==> config.mk <==
export PLATFORM = sky130hd
export DESIGN_NAME = delimited_packet_deframer
export DESIGN_NICKNAME = d
export VERILOG_FILES = /design/src/hw/rtl/dpd_pkg.sv /design/src/hw/rtl/dpd_core.sv /design/src/hw/rtl/delimited_packet_deframer.sv
export SDC_FILE = /design/constraint.sdc
export NUM_CORES = 1
export LEC_CHECK = 0
export CAP_MARGIN = 20
export CORE_MARGIN = 1.5
export CORE_UTILIZATION = 40
export CTS_CLUSTER_DIAMETER = 100
export DETAILED_ROUTE_END_ITERATION = 7
export DONT_BUFFER_PORTS = 1
export PLACE_DENSITY = 0.57
export SLEW_MARGIN = 20
export SYNTH_ARGS = -nofsm -noshare
export SYNTH_HDL_FRONTEND = slang
export SYNTH_SLANG_ARGS = --single-unit
==> constraint.sdc <==
create_clock -name clk -period 9.4 [get_ports clk]
set_clock_uncertainty 0.05 [all_clocks]
set_input_delay 1.88 -clock clk [delete_from_list [all_inputs] [get_ports clk]]
set_output_delay 1.88 -clock clk [all_outputs]
set_load 0.02 [all_outputs]
==> src/hw/rtl/dpd_pkg.sv <==
// ----------------------------------------------------------------------------
// dpd_pkg
// Shared types, codes and the CRC-16/XMODEM byte update for the deframer.
// ----------------------------------------------------------------------------
package dpd_pkg;

	localparam int MAX_PAYLOAD_DEF = 32;
	localparam int CFG_IDX_W       = 2;
	localparam int CFG_DATA_W      = 16;
	localparam int HDR_BYTES       = 6;
	localparam int CRC_BYTES       = 2;

	localparam logic [15:0] CRC_POLY = 16'h1021;

	localparam logic [7:0]  DELIM_RST   = 8'd126;
	localparam logic [5:0]  MAX_LEN_RST = 6'd33;
	localparam logic [15:0] TIMEOUT_RST = 16'd1000;

	typedef enum logic [CFG_IDX_W-1:0] {
		CFG_DELIMITER = 2'd0,
		CFG_MAX_LEN   = 2'd1,
		CFG_TIMEOUT   = 2'd2
	} cfg_idx_t;

	typedef enum logic [1:0] {
		ST_GOOD         = 2'd0,
		ST_CRC          = 2'd1,
		ST_INVALID      = 2'd2,
		ST_HUNT_TIMEOUT = 2'd3
	} status_t;

	typedef enum logic [1:0] {
		PH_HUNT = 2'd0,
		PH_HEAD = 2'd1,
		PH_BODY = 2'd2
	} phase_t;

	typedef struct packed {
		logic       is_tick;
		logic [7:0] rx_byte;
	} in_t;

	typedef struct packed {
		logic       is_status;
		logic [7:0] data;
		logic [4:0] position;
		logic [1:0] status;
	} out_t;

	typedef struct packed {
		logic [7:0]  delimiter;
		logic [5:0]  max_len;
		logic [15:0] timeout_ticks;
	} cfg_t;

	// MSB-first CRC update, one byte
	function automatic logic [15:0] crc_byte(input logic [15:0] crc, input logic [7:0] b);
		logic [15:0] c;
		c = crc ^ {b, 8'h00};
		for (int k = 0; k < 8; k++) begin
			if (c[15])
				c = {c[14:0], 1'b0} ^ CRC_POLY;
			else
				c = {c[14:0], 1'b0};
		end
		return c;
	endfunction

endpackage

==> src/hw/rtl/dpd_core.sv <==
// ----------------------------------------------------------------------------
// dpd_core
// Input register, framing state update and result register of the deframer.
// ----------------------------------------------------------------------------
module dpd_core import dpd_pkg::*; #(
	parameter int MAX_PAYLOAD = MAX_PAYLOAD_DEF
) (
	input  logic clk,
	input  logic arst_n,
	input  cfg_t cfg,
	input  logic in_valid,
	output logic in_ready,
	input  in_t  in_item,
	output logic out_valid,
	input  logic out_ready,
	output out_t out_item
);

	localparam int IDX_W = $clog2(MAX_PAYLOAD + 1);
	localparam logic [6:0] LIM_MAX = 7'(MAX_PAYLOAD + 1);

	// input stage
	logic v_s1;
	in_t  item_s1;

	// framing state
	phase_t            phase_q, phase_n;
	logic [2:0]        hdr_cnt_q, hdr_cnt_n;
	logic [15:0]       rx_crc_q, rx_crc_n;
	logic [31:0]       bitmap_q, bitmap_n;
	logic [IDX_W-1:0]  pidx_q, pidx_n;
	logic [15:0]       run_crc_q, run_crc_n;
	logic [15:0]       elapsed_q, elapsed_n;
	logic              timer_q, timer_n;

	// result
	logic out_valid_q;
	out_t out_q;

	logic        has_res;
	out_t        res;
	logic        go_hunt;
	logic        adv;
	logic [6:0]  limit;
	logic [6:0]  pidx_inc;
	logic [4:0]  pos;
	logic [7:0]  dec;

	assign limit    = ({1'b0, cfg.max_len} > LIM_MAX) ? LIM_MAX : {1'b0, cfg.max_len};
	assign pidx_inc = 7'(pidx_q) + 7'd1;
	assign pos      = 5'(pidx_q);
	assign dec      = bitmap_q[pos] ? cfg.delimiter : item_s1.rx_byte;

	always_comb begin
		phase_n   = phase_q;
		hdr_cnt_n = hdr_cnt_q;
		rx_crc_n  = rx_crc_q;
		bitmap_n  = bitmap_q;
		pidx_n    = pidx_q;
		run_crc_n = run_crc_q;
		elapsed_n = elapsed_q;
		timer_n   = timer_q;
		has_res   = 1'b0;
		res       = '0;
		go_hunt   = 1'b0;

		if (item_s1.is_tick) begin
			if (timer_q) begin
				if (elapsed_q >= cfg.timeout_ticks) begin
					has_res       = 1'b1;
					res.is_status = 1'b1;
					res.status    = (phase_q == PH_HEAD || phase_q == PH_BODY) ?
						ST_INVALID : ST_HUNT_TIMEOUT;
					go_hunt       = 1'b1;
				end else begin
					elapsed_n = elapsed_q + 16'd1;
				end
			end
		end else begin
			if (!timer_q) begin
				timer_n   = 1'b1;
				elapsed_n = '0;
			end
			unique case (phase_q)
				PH_HEAD: begin
					if (hdr_cnt_q < 3'(CRC_BYTES))
						rx_crc_n = {rx_crc_q[7:0], item_s1.rx_byte};
					else
						bitmap_n = {bitmap_q[23:0], item_s1.rx_byte};
					hdr_cnt_n = hdr_cnt_q + 3'd1;
					if (hdr_cnt_n >= 3'(HDR_BYTES)) begin
						phase_n   = PH_BODY;
						pidx_n    = '0;
						run_crc_n = '0;
					end
				end
				PH_BODY: begin
					if (item_s1.rx_byte == cfg.delimiter) begin
						has_res       = 1'b1;
						res.is_status = 1'b1;
						res.status    = (run_crc_q == rx_crc_q) ? ST_GOOD : ST_CRC;
						go_hunt       = 1'b1;
					end else if (pidx_inc >= limit) begin
						has_res       = 1'b1;
						res.is_status = 1'b1;
						res.status    = ST_INVALID;
						go_hunt       = 1'b1;
					end else begin
						run_crc_n    = crc_byte(run_crc_q, dec);
						pidx_n       = pidx_q + IDX_W'(1);
						has_res      = 1'b1;
						res.data     = dec;
						res.position = pos;
					end
				end
				default: begin
					// hunting; the unused code behaves the same
					if (item_s1.rx_byte == cfg.delimiter) begin
						phase_n   = PH_HEAD;
						hdr_cnt_n = '0;
						rx_crc_n  = '0;
						bitmap_n  = '0;
					end
				end
			endcase
		end

		if (go_hunt) begin
			phase_n   = PH_HUNT;
			hdr_cnt_n = '0;
			pidx_n    = '0;
			timer_n   = 1'b0;
			elapsed_n = '0;
		end
	end

	// the stage moves on unless its result would land on a held result
	assign adv      = v_s1 && (!has_res || !out_valid_q || out_ready);
	assign in_ready = !v_s1 || adv;

	always_ff @(posedge clk or negedge arst_n) begin
		if (!arst_n) begin
			v_s1 <= 1'b0;
		end else if (in_ready) begin
			v_s1 <= in_valid;
		end
	end

	always_ff @(posedge clk) begin
		if (in_valid && in_ready)
			item_s1 <= in_item;
	end

	always_ff @(posedge clk or negedge arst_n) begin
		if (!arst_n) begin
			phase_q   <= PH_HUNT;
			hdr_cnt_q <= '0;
			rx_crc_q  <= '0;
			bitmap_q  <= '0;
			pidx_q    <= '0;
			run_crc_q <= '0;
			elapsed_q <= '0;
			timer_q   <= 1'b0;
		end else if (adv) begin
			phase_q   <= phase_n;
			hdr_cnt_q <= hdr_cnt_n;
			rx_crc_q  <= rx_crc_n;
			bitmap_q  <= bitmap_n;
			pidx_q    <= pidx_n;
			run_crc_q <= run_crc_n;
			elapsed_q <= elapsed_n;
			timer_q   <= timer_n;
		end
	end

	always_ff @(posedge clk or negedge arst_n) begin
		if (!arst_n) begin
			out_valid_q <= 1'b0;
		end else if (adv && has_res) begin
			out_valid_q <= 1'b1;
		end else if (out_ready) begin
			out_valid_q <= 1'b0;
		end
	end

	always_ff @(posedge clk) begin
		if (adv && has_res)
			out_q <= res;
	end

	assign out_valid = out_valid_q;
	assign out_item  = out_q;

	a_timer_in_frame: assert property (@(posedge clk) disable iff (!arst_n)
		(phase_q != PH_HUNT) |-> timer_q)
		else $error("frame in progress with timer stopped");

	a_idle_timer_clear: assert property (@(posedge clk) disable iff (!arst_n)
		!timer_q |-> (elapsed_q == 16'd0))
		else $error("stopped timer holds a count");

	// the count rests at the header length for the whole payload
	a_hdr_bound: assert property (@(posedge clk) disable iff (!arst_n)
		hdr_cnt_q <= 3'(HDR_BYTES))
		else $error("header count past header length");

	a_idx_bound: assert property (@(posedge clk) disable iff (!arst_n)
		7'(pidx_q) <= 7'(MAX_PAYLOAD))
		else $error("payload index past maximum");

	a_status_rehunt: assert property (@(posedge clk) disable iff (!arst_n)
		(adv && has_res && res.is_status) |=> (phase_q == PH_HUNT && !timer_q))
		else $error("status did not return to hunting");

endmodule

==> src/hw/rtl/delimited_packet_deframer.sv <==
// ----------------------------------------------------------------------------
// delimited_packet_deframer
// Delimiter-framed packet receiver with escape bitmap and CRC-16/XMODEM check.
// ----------------------------------------------------------------------------
// Takes one transaction per clock, byte or tick, while no result is blocked. Each
// accepted transaction is registered, then its framing update and any result are
// computed combinationally and written to the output register when the stage
// advances, which a held result can delay. in_ready stays high while
// the output register is free or being drained; it drops only when a
// transaction that makes a result finds the previous result still waiting.
// Configuration writes are taken every cycle (cfg_ready is always high) and
// must only occur while the block is idle.
module delimited_packet_deframer import dpd_pkg::*; #(
	parameter int MAX_PAYLOAD = MAX_PAYLOAD_DEF
) (
	input  logic                  clk,
	input  logic                  arst_n,
	input  logic                  cfg_valid,
	output logic                  cfg_ready,
	input  logic [CFG_IDX_W-1:0]  cfg_index,
	input  logic [CFG_DATA_W-1:0] cfg_data,
	input  logic                  in_valid,
	output logic                  in_ready,
	input  in_t                   in_item,
	output logic                  out_valid,
	input  logic                  out_ready,
	output out_t                  out_item
);

	cfg_t cfg_q;

	assign cfg_ready = 1'b1;

	always_ff @(posedge clk or negedge arst_n) begin
		if (!arst_n) begin
			cfg_q.delimiter     <= DELIM_RST;
			cfg_q.max_len       <= MAX_LEN_RST;
			cfg_q.timeout_ticks <= TIMEOUT_RST;
		end else if (cfg_valid) begin
			unique case (cfg_idx_t'(cfg_index))
				CFG_DELIMITER: cfg_q.delimiter     <= cfg_data[7:0];
				CFG_MAX_LEN:   cfg_q.max_len       <= cfg_data[5:0];
				CFG_TIMEOUT:   cfg_q.timeout_ticks <= cfg_data;
				default: ;
			endcase
		end
	end

	dpd_core #(
		.MAX_PAYLOAD(MAX_PAYLOAD)
	) u_core (
		.clk       (clk),
		.arst_n    (arst_n),
		.cfg       (cfg_q),
		.in_valid  (in_valid),
		.in_ready  (in_ready),
		.in_item   (in_item),
		.out_valid (out_valid),
		.out_ready (out_ready),
		.out_item  (out_item)
	);

endmodule

==> impl_metrics.json <==
{
  "clock_sinks": 149,
  "timing.critical_path.depth": 10,
  "synth.largest_area_cell": "dfrtp_1",
  "finalHoldViolCount": 0,
  "cts_hold_buffers": 0,
  "syn_inst": 800,
  "drt-total-wl_mm": 19.31,
  "io-pin-count": 51,
  "worst_max_slew_margin_expressed_relative_to_the_limit_pct": 29.01,
  "chipHeight_um": 146.0,
  "detail_route.first_pass.iterations": 4,
  "die_width_um": 146.0,
  "max-vdd-ir-drop_v": 0.0001724,
  "fmaxAchievable_ghz": 0.1962,
  "core_footprint_mm2": 0.02017,
  "first_pass_grt_wire_length_mm": 31.74,
  "post_cts_setup_buffer_count": 0,
  "timing.final.max_slew_violations": 0,
  "cts-root-to-sink-buffers": 2,
  "cts_resized": 0,
  "timing.critical_path.required_ps": 7470,
  "status": "finished clean",
  "dr_total_vias": 5853,
  "post_synth_num_cell_types": 69,
  "overflow": 0,
  "yosys_synthesis_warning_count": 0,
  "dpl.hpwl_mm": 13.57,
  "slowest_delay_ps": 530,
  "category_of_the_most_critical_setup_path": "reg -> out",
  "mappedNetlistArea_mm2": 0.008174,
  "grt_pass1_vias": 5910,
  "nNetsFinal": 847,
  "cts_tree": "done",
  "cts.root.buffer_cell": "clkbuf_16",
  "initial_drt_markers": 376,
  "route.detailed.wl_per_inst_um": 18.04,
  "post_drt_via_cell_ratio": 5.470,
  "instances_no_fill": 1070,
  "postSynthRegisterBits": 149,
  "seqCellArea_mm2": 0.003871,
  "drc": 0,
  "fp.dieArea_mm2": 0.02130,
  "yosysSeqAreaShare_pct": 47.36,
  "synth_top_cells_by_area": "dfrtp_1 (34%), edfxtp_1 (9.2%), nand2_1 (6.1%)",
  "synth_top_flop_cell": "dfrtp_1",
  "most_used_standard_cell_by_instance_count_after_synthesis": "nand2_1",
  "worstPathMaxFanout": 15,
  "cts_made_buffers": 17,
  "cp-end-kind": "output pin",
  "post_synth_most_frequent_cells": "nand2_1 (132), dfrtp_1 (110), o21ai_0 (72), mux2_2 (33), clkbuf_1 (32)",
  "postRouteAntennaNets": 0,
  "area_share_of_the_leading_cell_type_in_the_synthesized_netlist_pct": 33.68,
  "worst-r2r-cell-count": 12,
  "antenna-diode-count": 0,
  "crit-reg2reg-launch": "u_core.pidx_q[3]$_DFFE_PN0P_",
  "fin_worst_hold_slack_ps": 431.2,
  "area_taken_by_multi_input_logic_gates_mm2": 0.004041,
  "period_share_pct": 54.21,
  "cts-htree-levels": 4,
  "grt_setup_unrepaired": "no",
  "hold-path-cell-count": 2,
  "grt_antenna_before_repair": 0,
  "placement.io_buffers": 0,
  "synth_enable_flop_cells": 25,
  "power.density_cell_area_mw_per_mm2": 283.1,
  "syn_to_final_growth_pct": 10.10,
  "setup_tns_ps": 0,
  "min_period_ps": 5096,
  "global_route.usage.total_pct": 19.10,
  "avgSynthCellArea_um2": 10.22,
  "layout-drive-gt1-share_pct": 13.75,
  "setup_viol": 0,
  "worstPathCellList": "inv_1, ha_1, a21o_1, a21o_1, a221oi_1, o311ai_2, buf_4, a21oi_1, nor3_1, inv_1",
  "startpoint_type": "flip-flop",
  "holdCritStartpoint": "u_core.bitmap_q[25]$_DFFE_PN0P_",
  "critPathTopFamily": "compound AO/OA/AOI/OAI gates",
  "number_of_fillers_in_the_final_layout": 1957,
  "clkLatencyLatePin_ps": 430,
  "maxCapViolations": 0,
  "hold_path_class": "reg -> reg",
  "cts.reportedPaths.clkPinSlew_ps": 60,
  "timing.critical_path.buf_inv": 3,
  "initial_core_util_pct": 40.53,
  "placed_cells": 1036,
  "critPathArrivalTime_ps": 3170,
  "rows": 52,
  "grt_max_degree": 125,
  "crit_start": "cfg_q[5]$_DFFE_PN1P_",
  "synth_fp_nets": 860,
  "max_slew.worst_pin.slew_ps": 1051,
  "cellLeakagePower_nw": 3.836,
  "last_weighted_congestion_value_of_the_routability_driven_placer": 0.8785,
  "critPathSlowestCell": "dfstp_2",
  "asyncSetResetFlopFracSynth_pct": 83.22
}
## power breakdown
part           internal, mW  switching [mW]  total [mW]
Clock                 0.406           0.268       0.674
Combinational         0.381           0.508       0.889
Sequential            0.820           0.166       0.986
## tightest hold or removal path: cells and delay by family (launching register included)
kind            cells  cell delay, ps
flops               1             340
compound gates      1              60
simple gates        1              50
## kinds of logic (layout without fill, tap and decap cells)
family | Yosys count | after routing | share of synthesized area, %
other | 1 | 1 | 0.04588
AO/OA/AOI/OAI | 178 | 178 | 15.14
XOR/XNOR | 45 | 45 | 5.189
flip-flops | 149 | 149 | 47.36
adder cells (fa/ha/maj) | 28 | 28 | 4.286
AND/OR/NAND/NOR | 275 | 275 | 16.52
multiplexers | 55 | 55 | 7.868
buffers and inverters | 69 | 69 | 3.597
## routing by layer
layer	GRT usage (%)	part of all wire, %	up-vias
met5	0	0	-
met4	6.990	2.0	0
met3	4.922	4.8	23
met2	28.67	44	164
met1	26.62	49	2838
li1	-	-	2828
## final timing paths
path                                              endpoint  slack, ps
max reg2reg                   u_core.pidx_q[0]$_DFFE_PN0P_       5520
min                        u_core.bitmap_q[25]$_DFFE_PN0P_        430
max in group asynchronous            cfg_q[25]$_DFFE_PN1P_       7870
min in group asynchronous  u_core.hdr_cnt_q[1]$_DFFE_PN0P_       1110
max                                               in_ready       4300
min reg2reg                u_core.bitmap_q[25]$_DFFE_PN0P_        430
## through the flow
step	utilization (%)	instance area (µm²)	worst slack [ps]	power (mW)
after floorplan	-	8174	4789	1.655
after global placement	41.63	8396	4737	1.846
after detailed placement	41.63	8396	4686	1.875
after CTS	44.52	8980	4257	2.557
after global routing	44.62	9000	4049	2.711
final	44.62	9000	4304	2.548
## registers in the layout (all words and copies together) (netlist names)
name and count:
u_core.pidx_q 6, u_core.item_s1 9, u_core.v_s1 1, u_core.phase_q 2, u_core.out_item 16, u_core.timer_q 1, u_core.run_crc_q 16, u_core.out_valid 1
u_core.hdr_cnt_q 3, cfg_q 30, u_core.elapsed_q 16, u_core.rx_crc_q 16, u_core.bitmap_q 32
## area by class of cell
class / count / area share (%)
multi-input cells: 582 / 44.90
flip-flops and latches: 149 / 43.01
clock buffers: 25 / 5.728
well taps: 270 / 3.754
inverters: 30 / 1.251
clock inverters: 7 / 0.7646
repair buffers: 7 / 0.5839
## placed cells by master (no fill, tap or decap), types with 4 or more instances in the layout
cell type and n:
and3_1 11, clkbuf_16 17, buf_4 6, nand2_1 132, nor2_1 26, xor2_1 18
inv_1 30, dfstp_2 14, clkbuf_8 6, xnor2_2 4, nor4_1 5, edfxtp_1 25
dfrtp_1 110, a211oi_1 12, o32ai_1 4, nand2b_1 12, a22o_1 13, mux2i_1 17
mux4_2 4, nand3_1 10, o21ai_1 9, o211a_1 4, a21oi_1 9, o211ai_1 5
a21o_1 8, o21ai_0 72, or3_1 4, mux2_2 33, nor2b_1 30, ha_1 28
xnor2_1 23, and2_1 6, o31ai_1 12, nand4_1 17
Note: power is estimated with default switching activity, not from simulation.
